--- src/rtl/hrhp_pkg.sv ---
package hrhp_pkg;

    localparam logic [3:0] PH_METHOD  = 4'd0;
    localparam logic [3:0] PH_URI     = 4'd1;
    localparam logic [3:0] PH_QUERY   = 4'd2;
    localparam logic [3:0] PH_VERSION = 4'd3;
    localparam logic [3:0] PH_NAME    = 4'd4;
    localparam logic [3:0] PH_SPACE   = 4'd5;
    localparam logic [3:0] PH_VALUE   = 4'd6;
    localparam logic [3:0] PH_LF      = 4'd7;
    localparam logic [3:0] PH_LINE    = 4'd8;
    localparam logic [3:0] PH_LAST_LF = 4'd9;
    localparam logic [3:0] PH_BODY    = 4'd10;
    localparam logic [3:0] PH_DONE    = 4'd11;
    localparam logic [3:0] PH_ERROR   = 4'd12;

    localparam logic [1:0] ST_BUSY  = 2'd0;
    localparam logic [1:0] ST_BODY  = 2'd1;
    localparam logic [1:0] ST_DONE  = 2'd2;
    localparam logic [1:0] ST_ERROR = 2'd3;

    localparam logic [3:0] METHOD_LIMIT_RESET = 4'd8;

    localparam int OUT_BYTES = 25;

    typedef struct packed {
        logic [15:0] body_offset;
        logic [15:0] header_block_length;
        logic [15:0] header_block_offset;
        logic [15:0] query_length;
        logic [15:0] query_offset;
        logic [15:0] uri_length;
        logic [15:0] uri_offset;
        logic [31:0] body_length;
        logic        keep_alive_flag;
        logic [1:0]  protocol_version;
        logic [3:0]  method_code;
        logic [1:0]  parse_status;
    } t_result;

    function automatic logic [7:0] fold(input logic [7:0] c);
        fold = (c >= 8'h41 && c <= 8'h5A) ? c + 8'd32 : c;
    endfunction

    function automatic logic [7:0] meth_char(input logic [2:0] m, input logic [2:0] k);
        logic [55:0] s;
        case (m)
            3'd0: s = {"GET", 32'h0};
            3'd1: s = {"POST", 24'h0};
            3'd2: s = {"HEAD", 24'h0};
            3'd3: s = {"PUT", 32'h0};
            3'd4: s = {"DELETE", 8'h0};
            3'd5: s = {"TRACE", 16'h0};
            3'd6: s = "CONNECT";
            default: s = "OPTIONS";
        endcase
        meth_char = s[8'd55 - {k, 3'd0} -: 8];
    endfunction

    function automatic logic [2:0] meth_len(input logic [2:0] m);
        case (m)
            3'd0, 3'd3: meth_len = 3'd3;
            3'd1, 3'd2: meth_len = 3'd4;
            3'd4: meth_len = 3'd6;
            3'd5: meth_len = 3'd5;
            default: meth_len = 3'd7;
        endcase
    endfunction

    function automatic logic [7:0] ver_char(input logic [3:0] k);
        logic [79:0] s;
        s = "HTTP/1.0\r\n";
        ver_char = (k > 4'd9) ? 8'h00 : s[8'd79 - {k, 3'd0} -: 8];
    endfunction

    function automatic logic [7:0] conn_char(input logic [3:0] k);
        logic [79:0] s;
        s = "connection";
        conn_char = (k > 4'd9) ? 8'h00 : s[8'd79 - {k, 3'd0} -: 8];
    endfunction

    function automatic logic [7:0] clen_char(input logic [3:0] k);
        logic [111:0] s;
        s = "content-length";
        clen_char = (k > 4'd13) ? 8'h00 : s[8'd111 - {k, 3'd0} -: 8];
    endfunction

    function automatic logic [7:0] ka_char(input logic [3:0] k);
        logic [79:0] s;
        s = "keep-alive";
        ka_char = (k > 4'd9) ? 8'h00 : s[8'd79 - {k, 3'd0} -: 8];
    endfunction

endpackage

--- src/rtl/hrhp_core.sv ---
module hrhp_core #(
    parameter int MAX_REQUEST_BYTES = 65536
) (
    input  logic                 i_clk,
    input  logic                 i_rst_n,
    input  logic                 i_step,
    input  logic [7:0]           i_byte,
    input  logic                 i_first,
    input  logic [3:0]           i_limit,
    output hrhp_pkg::t_result    o_result
);
    localparam int PW = $clog2(MAX_REQUEST_BYTES + 1);

    logic [3:0]  r_phase, n_phase;
    logic [PW-1:0] r_pos, n_pos;
    logic [7:0]  r_mcand, n_mcand;
    logic [3:0]  r_vidx, n_vidx;
    logic [1:0]  r_vcand, n_vcand;
    logic [1:0]  r_nflags, n_nflags;
    logic [3:0]  r_nidx, n_nidx;
    logic [4:0]  r_vstate, n_vstate;
    logic [31:0] r_brem, n_brem;
    logic [3:0]  r_meth, n_meth;
    logic [1:0]  r_ver, n_ver;
    logic        r_ka, n_ka;
    logic [31:0] r_blen, n_blen;
    logic [15:0] r_uoff, n_uoff, r_ulen, n_ulen, r_qoff, n_qoff, r_qlen, n_qlen;
    logic [15:0] r_hoff, n_hoff, r_hlen, n_hlen, r_boff, n_boff;

    logic [3:0]  s_phase;
    logic [PW-1:0] s_pos;
    logic [7:0]  s_mcand;
    logic [3:0]  s_vidx, s_nidx;
    logic [1:0]  s_vcand, s_nflags;
    logic [4:0]  s_vstate;
    logic [31:0] s_brem, s_blen;
    logic [3:0]  s_meth;
    logic [1:0]  s_ver;
    logic        s_ka;
    logic [15:0] s_uoff, s_ulen, s_qoff, s_qlen, s_hoff, s_hlen, s_boff;
    logic [15:0] p16, p1;
    logic [7:0]  c, f;
    logic [1:0]  vc;
    logic [3:0]  cnt;
    logic        stp;
    logic [35:0] prod;
    logic [35:0] acc;
    logic [1:0]  cls;
    logic [1:0]  st;

    always_comb begin
        s_phase = i_first ? hrhp_pkg::PH_METHOD : r_phase;
        s_pos = i_first ? '0 : r_pos;
        s_mcand = i_first ? 8'hFF : r_mcand;
        s_vidx = i_first ? 4'd0 : r_vidx;
        s_vcand = i_first ? 2'b11 : r_vcand;
        s_nflags = i_first ? 2'b11 : r_nflags;
        s_nidx = i_first ? 4'd0 : r_nidx;
        s_vstate = i_first ? 5'd0 : r_vstate;
        s_brem = i_first ? 32'd0 : r_brem;
        s_meth = i_first ? 4'd0 : r_meth;
        s_ver = i_first ? 2'd0 : r_ver;
        s_ka = i_first ? 1'b0 : r_ka;
        s_blen = i_first ? 32'd0 : r_blen;
        s_uoff = i_first ? 16'd0 : r_uoff;
        s_ulen = i_first ? 16'd0 : r_ulen;
        s_qoff = i_first ? 16'd0 : r_qoff;
        s_qlen = i_first ? 16'd0 : r_qlen;
        s_hoff = i_first ? 16'd0 : r_hoff;
        s_hlen = i_first ? 16'd0 : r_hlen;
        s_boff = i_first ? 16'd0 : r_boff;

        n_phase = s_phase; n_pos = s_pos; n_mcand = s_mcand; n_vidx = s_vidx;
        n_vcand = s_vcand; n_nflags = s_nflags; n_nidx = s_nidx; n_vstate = s_vstate;
        n_brem = s_brem; n_meth = s_meth; n_ver = s_ver; n_ka = s_ka; n_blen = s_blen;
        n_uoff = s_uoff; n_ulen = s_ulen; n_qoff = s_qoff; n_qlen = s_qlen;
        n_hoff = s_hoff; n_hlen = s_hlen; n_boff = s_boff;

        c = i_byte;
        f = hrhp_pkg::fold(c);
        p16 = 16'(s_pos);
        p1 = p16 + 16'd1;
        vc = s_vcand;
        cnt = s_vstate[3:0];
        stp = s_vstate[4];
        prod = 36'(s_brem) * 36'd10;
        acc = prod + 36'(c - 8'h30);
        cls = 2'b00;

        if (s_phase != hrhp_pkg::PH_DONE && s_phase != hrhp_pkg::PH_ERROR) begin
            if (32'(s_pos) >= 32'(MAX_REQUEST_BYTES)) begin
                n_phase = hrhp_pkg::PH_ERROR;
            end else begin
                n_pos = s_pos + PW'(1);
                case (s_phase)
                    hrhp_pkg::PH_METHOD: begin
                        if (c == 8'h20) begin
                            for (int i = 7; i >= 0; i--) begin
                                if (s_mcand[i] &&
                                    32'(hrhp_pkg::meth_len(3'(i))) == 32'(s_pos))
                                    n_meth = 4'(i + 1);
                            end
                            if (n_meth == 4'd0) begin
                                n_phase = hrhp_pkg::PH_ERROR;
                                n_pos = s_pos;
                            end else begin
                                n_uoff = p1;
                                n_phase = hrhp_pkg::PH_URI;
                            end
                        end else if (32'(s_pos) >= 32'(i_limit)) begin
                            n_phase = hrhp_pkg::PH_ERROR;
                            n_pos = s_pos;
                        end else begin
                            for (int i = 0; i < 8; i++) begin
                                if (32'(s_pos) >= 32'(hrhp_pkg::meth_len(3'(i))) ||
                                    hrhp_pkg::meth_char(3'(i), s_pos[2:0]) != c)
                                    n_mcand[i] = 1'b0;
                            end
                        end
                    end
                    hrhp_pkg::PH_URI: begin
                        if (c == 8'h20 || c == 8'h3F) begin
                            n_ulen = p16 - s_uoff;
                            if (c == 8'h20) n_phase = hrhp_pkg::PH_VERSION;
                            else begin
                                n_qoff = p1;
                                n_phase = hrhp_pkg::PH_QUERY;
                            end
                        end
                    end
                    hrhp_pkg::PH_QUERY: begin
                        if (c == 8'h20) begin
                            n_qlen = p16 - s_qoff;
                            n_phase = hrhp_pkg::PH_VERSION;
                        end
                    end
                    hrhp_pkg::PH_VERSION: begin
                        if (s_vidx > 4'd9) begin
                            n_phase = hrhp_pkg::PH_ERROR;
                            n_pos = s_pos;
                        end else begin
                            if (hrhp_pkg::ver_char(s_vidx) != c) vc[0] = 1'b0;
                            if ((s_vidx == 4'd7 ? 8'h31 : hrhp_pkg::ver_char(s_vidx)) != c)
                                vc[1] = 1'b0;
                            n_vcand = vc;
                            if (vc == 2'b00) begin
                                n_phase = hrhp_pkg::PH_ERROR;
                                n_pos = s_pos;
                            end else if (s_vidx == 4'd9) begin
                                n_ver = vc[0] ? 2'd1 : 2'd2;
                                n_hoff = p1;
                                n_nflags = 2'b11;
                                n_nidx = 4'd0;
                                n_phase = hrhp_pkg::PH_NAME;
                            end else begin
                                n_vidx = s_vidx + 4'd1;
                            end
                        end
                    end
                    hrhp_pkg::PH_NAME, hrhp_pkg::PH_LINE: begin
                        if (s_phase == hrhp_pkg::PH_LINE && c == 8'h0D) begin
                            n_phase = hrhp_pkg::PH_LAST_LF;
                        end else if (s_phase == hrhp_pkg::PH_NAME && c == 8'h3A) begin
                            cls[0] = s_nflags[0] && s_nidx >= 4'd10;
                            cls[1] = s_nflags[1] && s_nidx >= 4'd14;
                            n_nflags = cls;
                            n_vstate = 5'd0;
                            n_brem = 32'd0;
                            n_phase = hrhp_pkg::PH_SPACE;
                        end else begin
                            if (s_phase == hrhp_pkg::PH_LINE) begin
                                n_nflags = 2'b11;
                                n_nidx = 4'd0;
                            end
                            if (n_nidx < 4'd10 && f != hrhp_pkg::conn_char(n_nidx))
                                n_nflags[0] = 1'b0;
                            if (n_nidx < 4'd14 && f != hrhp_pkg::clen_char(n_nidx))
                                n_nflags[1] = 1'b0;
                            if (n_nidx < 4'd15) n_nidx = n_nidx + 4'd1;
                            n_phase = hrhp_pkg::PH_NAME;
                        end
                    end
                    hrhp_pkg::PH_SPACE, hrhp_pkg::PH_VALUE: begin
                        if (!(s_phase == hrhp_pkg::PH_SPACE && c == 8'h20)) begin
                            n_phase = hrhp_pkg::PH_VALUE;
                            if (c == 8'h0D) begin
                                if (s_nflags[0])
                                    n_ka = !stp && cnt == 4'd10;
                                if (s_nflags[1]) n_blen = s_brem;
                                n_phase = hrhp_pkg::PH_LF;
                            end else begin
                                if (s_nflags[0] && !stp && cnt < 4'd10) begin
                                    if (f == hrhp_pkg::ka_char(cnt)) cnt = cnt + 4'd1;
                                    else stp = 1'b1;
                                end
                                if (s_nflags[1] && !stp) begin
                                    if (c >= 8'h30 && c <= 8'h39)
                                        n_brem = (acc[35:32] != 4'd0) ? 32'hFFFF_FFFF
                                                                      : acc[31:0];
                                    else stp = 1'b1;
                                end
                                n_vstate = {stp, cnt};
                            end
                        end
                    end
                    hrhp_pkg::PH_LF: begin
                        if (c != 8'h0A) begin
                            n_phase = hrhp_pkg::PH_ERROR;
                            n_pos = s_pos;
                        end else n_phase = hrhp_pkg::PH_LINE;
                    end
                    hrhp_pkg::PH_LAST_LF: begin
                        if (c != 8'h0A) begin
                            n_phase = hrhp_pkg::PH_ERROR;
                            n_pos = s_pos;
                        end else begin
                            n_hlen = p16 - s_hoff - 16'd3;
                            n_boff = p1;
                            n_brem = s_blen;
                            n_phase = (s_blen != 32'd0) ? hrhp_pkg::PH_BODY
                                                        : hrhp_pkg::PH_DONE;
                        end
                    end
                    hrhp_pkg::PH_BODY: begin
                        n_brem = s_brem - 32'd1;
                        if (s_brem == 32'd1) n_phase = hrhp_pkg::PH_DONE;
                    end
                    default: begin
                        n_phase = hrhp_pkg::PH_ERROR;
                        n_pos = s_pos;
                    end
                endcase
            end
        end

        if (n_phase == hrhp_pkg::PH_ERROR) st = hrhp_pkg::ST_ERROR;
        else if (n_phase == hrhp_pkg::PH_DONE) st = hrhp_pkg::ST_DONE;
        else if (n_phase == hrhp_pkg::PH_BODY) st = hrhp_pkg::ST_BODY;
        else st = hrhp_pkg::ST_BUSY;
    end

    always_ff @(posedge i_clk) begin
        if (!i_rst_n) begin
            r_phase <= hrhp_pkg::PH_METHOD; r_pos <= '0; r_mcand <= 8'hFF;
            r_vidx <= 4'd0; r_vcand <= 2'b11; r_nflags <= 2'b11; r_nidx <= 4'd0;
            r_vstate <= 5'd0; r_brem <= 32'd0; r_meth <= 4'd0; r_ver <= 2'd0;
            r_ka <= 1'b0; r_blen <= 32'd0; r_uoff <= 16'd0; r_ulen <= 16'd0;
            r_qoff <= 16'd0; r_qlen <= 16'd0; r_hoff <= 16'd0; r_hlen <= 16'd0;
            r_boff <= 16'd0;
        end else if (i_step) begin
            r_phase <= n_phase; r_pos <= n_pos; r_mcand <= n_mcand;
            r_vidx <= n_vidx; r_vcand <= n_vcand; r_nflags <= n_nflags; r_nidx <= n_nidx;
            r_vstate <= n_vstate; r_brem <= n_brem; r_meth <= n_meth; r_ver <= n_ver;
            r_ka <= n_ka; r_blen <= n_blen; r_uoff <= n_uoff; r_ulen <= n_ulen;
            r_qoff <= n_qoff; r_qlen <= n_qlen; r_hoff <= n_hoff; r_hlen <= n_hlen;
            r_boff <= n_boff;
        end
    end

    always_comb begin
        o_result.parse_status = st;
        o_result.method_code = n_meth;
        o_result.protocol_version = n_ver;
        o_result.keep_alive_flag = n_ka;
        o_result.body_length = n_blen;
        o_result.uri_offset = n_uoff;
        o_result.uri_length = n_ulen;
        o_result.query_offset = n_qoff;
        o_result.query_length = n_qlen;
        o_result.header_block_offset = n_hoff;
        o_result.header_block_length = n_hlen;
        o_result.body_offset = n_boff;
    end
endmodule

--- src/rtl/http_request_header_parser_unit.sv ---
// HTTP request header parser.
// s_axis: one request byte per transfer; tdata = data_byte, tuser = first_byte
// (a set first_byte restarts the parse at offset 0).
// m_axis: one result per input byte; tdata fields from bit 0 up: parse_status,
// method_code, protocol_version, keep_alive_flag, body_length, uri_offset,
// uri_length, query_offset, query_length, header_block_offset,
// header_block_length, body_offset, zero padded to 200 bits.
// cfg: i_cfg_valid/o_cfg_ready write method_length_limit (reset 8); write
// only while idle.
// The result is registered and valid in the cycle after the input transfer.
// Throughput: one byte per cycle unless the receiver stalls; the parser state
// updates through matcher logic and the result sits in one output register.
// When the receiver stalls the result is held and the input is taken only
// while the output register is empty or being drained.
// Reset clears the parser to the method phase and empties the output.
module http_request_header_parser_unit #(
    parameter int MAX_REQUEST_BYTES = 65536
) (
    input  logic         i_clk,
    input  logic         i_rst_n,
    input  logic         s_axis_tvalid,
    output logic         s_axis_tready,
    input  logic [7:0]   s_axis_tdata,   // data_byte
    input  logic         s_axis_tuser,   // first_byte
    output logic         m_axis_tvalid,
    input  logic         m_axis_tready,
    output logic [199:0] m_axis_tdata,   // see head comment
    input  logic         i_cfg_valid,
    output logic         o_cfg_ready,
    input  logic [3:0]   i_cfg_data
);
    logic              r_valid;
    logic [3:0]        r_limit;
    hrhp_pkg::t_result r_res;
    hrhp_pkg::t_result w_res;
    logic              w_step;

    assign s_axis_tready = !r_valid || m_axis_tready;
    assign w_step = s_axis_tvalid && s_axis_tready;
    assign o_cfg_ready = 1'b1;

    hrhp_core #(.MAX_REQUEST_BYTES(MAX_REQUEST_BYTES)) u_core (
        .i_clk(i_clk), .i_rst_n(i_rst_n), .i_step(w_step),
        .i_byte(s_axis_tdata), .i_first(s_axis_tuser), .i_limit(r_limit),
        .o_result(w_res)
    );

    always_ff @(posedge i_clk) begin
        if (!i_rst_n) begin
            r_valid <= 1'b0;
            r_limit <= hrhp_pkg::METHOD_LIMIT_RESET;
        end else begin
            if (i_cfg_valid) r_limit <= i_cfg_data;
            if (w_step) r_valid <= 1'b1;
            else if (m_axis_tready) r_valid <= 1'b0;
        end
    end

    always_ff @(posedge i_clk) begin
        if (w_step) r_res <= w_res;
    end

    assign m_axis_tvalid = r_valid;
    assign m_axis_tdata = (hrhp_pkg::OUT_BYTES * 8)'(r_res);
endmodule
--- config.mk ---
export PLATFORM = sky130hd
export DESIGN_NAME = http_request_header_parser_unit
export DESIGN_NICKNAME = d
export VERILOG_FILES = /design/src/rtl/hrhp_pkg.sv /design/src/rtl/hrhp_core.sv /design/src/rtl/http_request_header_parser_unit.sv
export SDC_FILE = /design/constraint.sdc
export NUM_CORES = 2
export LEC_CHECK = 0
export BUFFER_PORTS_ARGS = -buffer_cell sky130_fd_sc_hd__buf_4
export CORE_MARGIN = 2
export CORE_UTILIZATION = 35
export DETAILED_ROUTE_END_ITERATION = 12
export PLACE_DENSITY = 0.53
export SLEW_MARGIN = 15
export SYNTH_ARGS = -nofsm -noshare
export SYNTH_HDL_FRONTEND = slang
export SYNTH_SLANG_ARGS = --single-unit
--- constraint.sdc ---
create_clock -name i_clk -period 8.5 [get_ports i_clk]
set_clock_uncertainty 0.2 [all_clocks]
set_input_delay 1.7 -clock i_clk [delete_from_list [all_inputs] [get_ports i_clk]]
set_output_delay 1.7 -clock i_clk [all_outputs]
set_load 0.05 [all_outputs]
==> results.sh <==
export IMPL_finalSetupTns_ns=0
export IMPL_avgSynthCellArea_sq_um=7.71
export IMPL_antenna_found_initial=1
export IMPL_power_density_mw_per_mm2=160
export IMPL_firstDrtPassIters=8
export IMPL_syn_cell_area_sq_mm=0.0288
export IMPL_die_x_microns=291
export IMPL_wl_per_cell_microns=21.4
export IMPL_rsz0062_at_grt="no"
export IMPL_cts_setup_buffers=0
export IMPL_fin_crit_sh_pct=89.3
export IMPL_fin_cells=4905
export IMPL_cap_violations=0
export IMPL_drc=0
export IMPL_grt_pass1_wl_microns=161000
export IMPL_gp_congestion=0.916
export IMPL_path_clk_slew_ns=0.06
export IMPL_slew_headroom_pct=20.1
export IMPL_cp_end_kind="flop"
export IMPL_root_buffer="clkbuf_16"
export IMPL_layout_min_cycle_time_ns=7.59
export IMPL_most_common_layout_cells="nand2_1, a21oi_1, nor2_1, o21ai_0, buf_4"
export IMPL_setup_viol=0
export IMPL_grt_total_usage_pct=24.0
export IMPL_worstSkewPairLatency_ns=0.61
export IMPL_grt_max_degree=83
export IMPL_async_flop_share_pct=0
export IMPL_critPathRequiredTime_ns=8.80
export IMPL_synthDistinctLibCells=108
export IMPL_final_common_cell="nand2_1"
export IMPL_drive_gt1_share_pct=11.3
export IMPL_worstPathArrival_ns=7.89
export IMPL_synth_cells=3737
export IMPL_cts_resized=0
export IMPL_hpwl_microns=76400
export IMPL_path_class="primary input to flop"
export IMPL_dp_cells=4815
export IMPL_hold_buffers=0
export IMPL_placeableCoreArea_sq_mm=0.0817
export IMPL_rows=105
export IMPL_yosys_warnings=0
export IMPL_vias_per_cell=5.66
export IMPL_start_util_pct=35.2
export IMPL_die_height_microns=291
export IMPL_seq_area_frac_synth_pct=32.2
export IMPL_worst_path_largest_cell_delay_ns=0.44
export IMPL_finalHoldViolCount=0
export IMPL_slew_viol_final=0
export IMPL_dr_first_iter_drc_count=2445
export IMPL_peakVddDrop_mv=0.132
export IMPL_clk_path_buf_depth=3
export IMPL_cts_made_buffers=47
export IMPL_io_buffers=172
export IMPL_slowest_stage="o41ai_1"
export IMPL_layout_nets=3995
export IMPL_synth_edf_count=153
export IMPL_cts_tree="yes"
export IMPL_synth_flop_cell="dfxtp_1"
export IMPL_cts_sinks=387
export IMPL_critPathLaunchType="primary input"
export IMPL_syn_to_final_growth_pct=13.0
export IMPL_maxClockFrequency_mhz=132
export IMPL_fill_cells=8494
export IMPL_ant_nets=0
export IMPL_worstMarginPinSlew_ns=1.20
export IMPL_hp_class="flop to flop"
export IMPL_cp_cell_sequence="buf_6 > inv_6 > and3_1 > ha_1 > nor2b_1 > o21ai_0 > a21boi_0 > o41ai_1 > o21ai_1 > a221o_1 > a221o_1 > a211o_1 > a211oi_1 > nor2_1 > ha_1 > nand3_1 > nor2_1 > nand3_1 > o41ai_1 > xnor2_1 > nand4b_1 > a2111oi_2 > o22ai_1"
export IMPL_io_pins=221
export IMPL_die_area_sq_mm=0.0846
export IMPL_grt_pass1_vias=26200
export IMPL_grt_overflow_total=0
export IMPL_ys_ff_latch=387
export IMPL_wirelength_microns=105000
export IMPL_num_vias=27800
export IMPL_outcome="completed"
export IMPL_htree_num_levels=2
export IMPL_p_leak_nw=12.7
export IMPL_crit_fanout=34
## per-stage QoR
step	cell area (sq um)	setup WS [ns]	hold slack (ns)	total power, mW	util (%)
6_report	32500	0.910	0.255	5.20	39.8
5_1_grt	32500	0.324	0.270	5.38	39.8
4_1_cts	32500	0.989	0.254	5.23	39.8
3_5_place_dp	30900	0.383	0.245	3.11	37.8
3_3_place_gp	30900	0.429	0.238	3.11	37.8
2_1_floorplan	29000	0.0113	0.232	2.83	-
## cell families after synthesis
| family | after synthesis | share of synthesized area [%] |
|---|---|---|
| buf+inv | 408 | 6.26 |
| other cells | 2 | 0.0261 |
| flops | 387 | 32.2 |
| compound gates | 1088 | 23.1 |
| fa+ha+maj | 183 | 8.06 |
| xor+xnor | 164 | 5.10 |
| mux | 43 | 1.68 |
| simple gates | 1462 | 23.6 |
## metal layers
| layer | GRT usage (%) | vias to the layer above | share of wire, % |
|---|---|---|---|
| met1 | 30.7 | 13200 | 42 |
| met5 | 0 | - | 0 |
| met4 | 9.28 | 0 | 3.8 |
| met3 | 2.79 | 197 | 5.5 |
| met2 | 41.4 | 971 | 48 |
| li1 | - | 13400 | - |
## critical path: cells and delay by family
kind	cells	cell delay [ns]
AOI/OAI and AO/OA	11	3.33
adders and majority gates	2	0.72
and+or+nand+nor	7	1.30
xor gates and xnor gates	1	0.38
buffers and inverters	2	0.41
## cell type report
type	count	area [sq um]	share of cell area (%)
Antenna cell	2	5.00	0.0154
Clock inverter	30	333	1.02
Multi-Input combinational cell	2988	18000	55.2
Clock buffer	58	1270	3.90
Sequential cell	387	9280	28.5
Timing Repair Buffer	244	1850	5.68
Inverter	126	490	1.51
Tap cell	1070	1340	4.12
## sequential cells by signal, summed over array words and instances, names as in the netlist, 16 cells and up
name / count
m_axis_tdata: 153
u_core.r_blen: 32
u_core.r_boff: 16
u_core.r_brem: 32
u_core.r_hlen: 16
u_core.r_hoff: 16
u_core.r_pos: 17
u_core.r_qlen: 16
u_core.r_qoff: 16
u_core.r_ulen: 16
u_core.r_uoff: 16
## final timing paths
path                  endpoint        startpoint  slack (ns)  depth (start not counted)
max          u_core.r_brem[31]      s_axis_tuser        0.91                         23
min           u_core.r_qoff[0]  u_core.r_qoff[0]        0.25                          2
max reg2reg  u_core.r_brem[31]  u_core.r_brem[3]        1.76                         24
min reg2reg   u_core.r_qoff[0]  u_core.r_qoff[0]        0.25                          2
## power breakdown
group,leakage (nW),internal [mW],switching [mW]
Sequential,3.44,2.00,0.0536
Combinational,8.52,0.304,0.730
Clock,0.781,1.22,0.891
## cell usage after synthesis, types with 36 or more instances
master | number | share of area (%)
a21oi_1 | 404 | 7.0
a31oi_1 | 37 | 0.80
o21ai_0 | 276 | 4.8
a211oi_1 | 39 | 1.0
xnor2_1 | 122 | 3.7
dfxtp_1 | 234 | 16
a21o_1 | 43 | 1.1
nor2_1 | 304 | 4.0
nor3_1 | 91 | 1.6
xor2_1 | 40 | 1.2
inv_1 | 117 | 1.5
ha_1 | 179 | 7.8
nor2b_1 | 72 | 1.6
edfxtp_1 | 153 | 16
buf_4 | 54 | 1.4
clkbuf_1 | 175 | 2.3
nor4_1 | 36 | 0.78
nand2_1 | 614 | 8.0
nand3_1 | 117 | 2.0
Power figures use the tool's default switching activity.
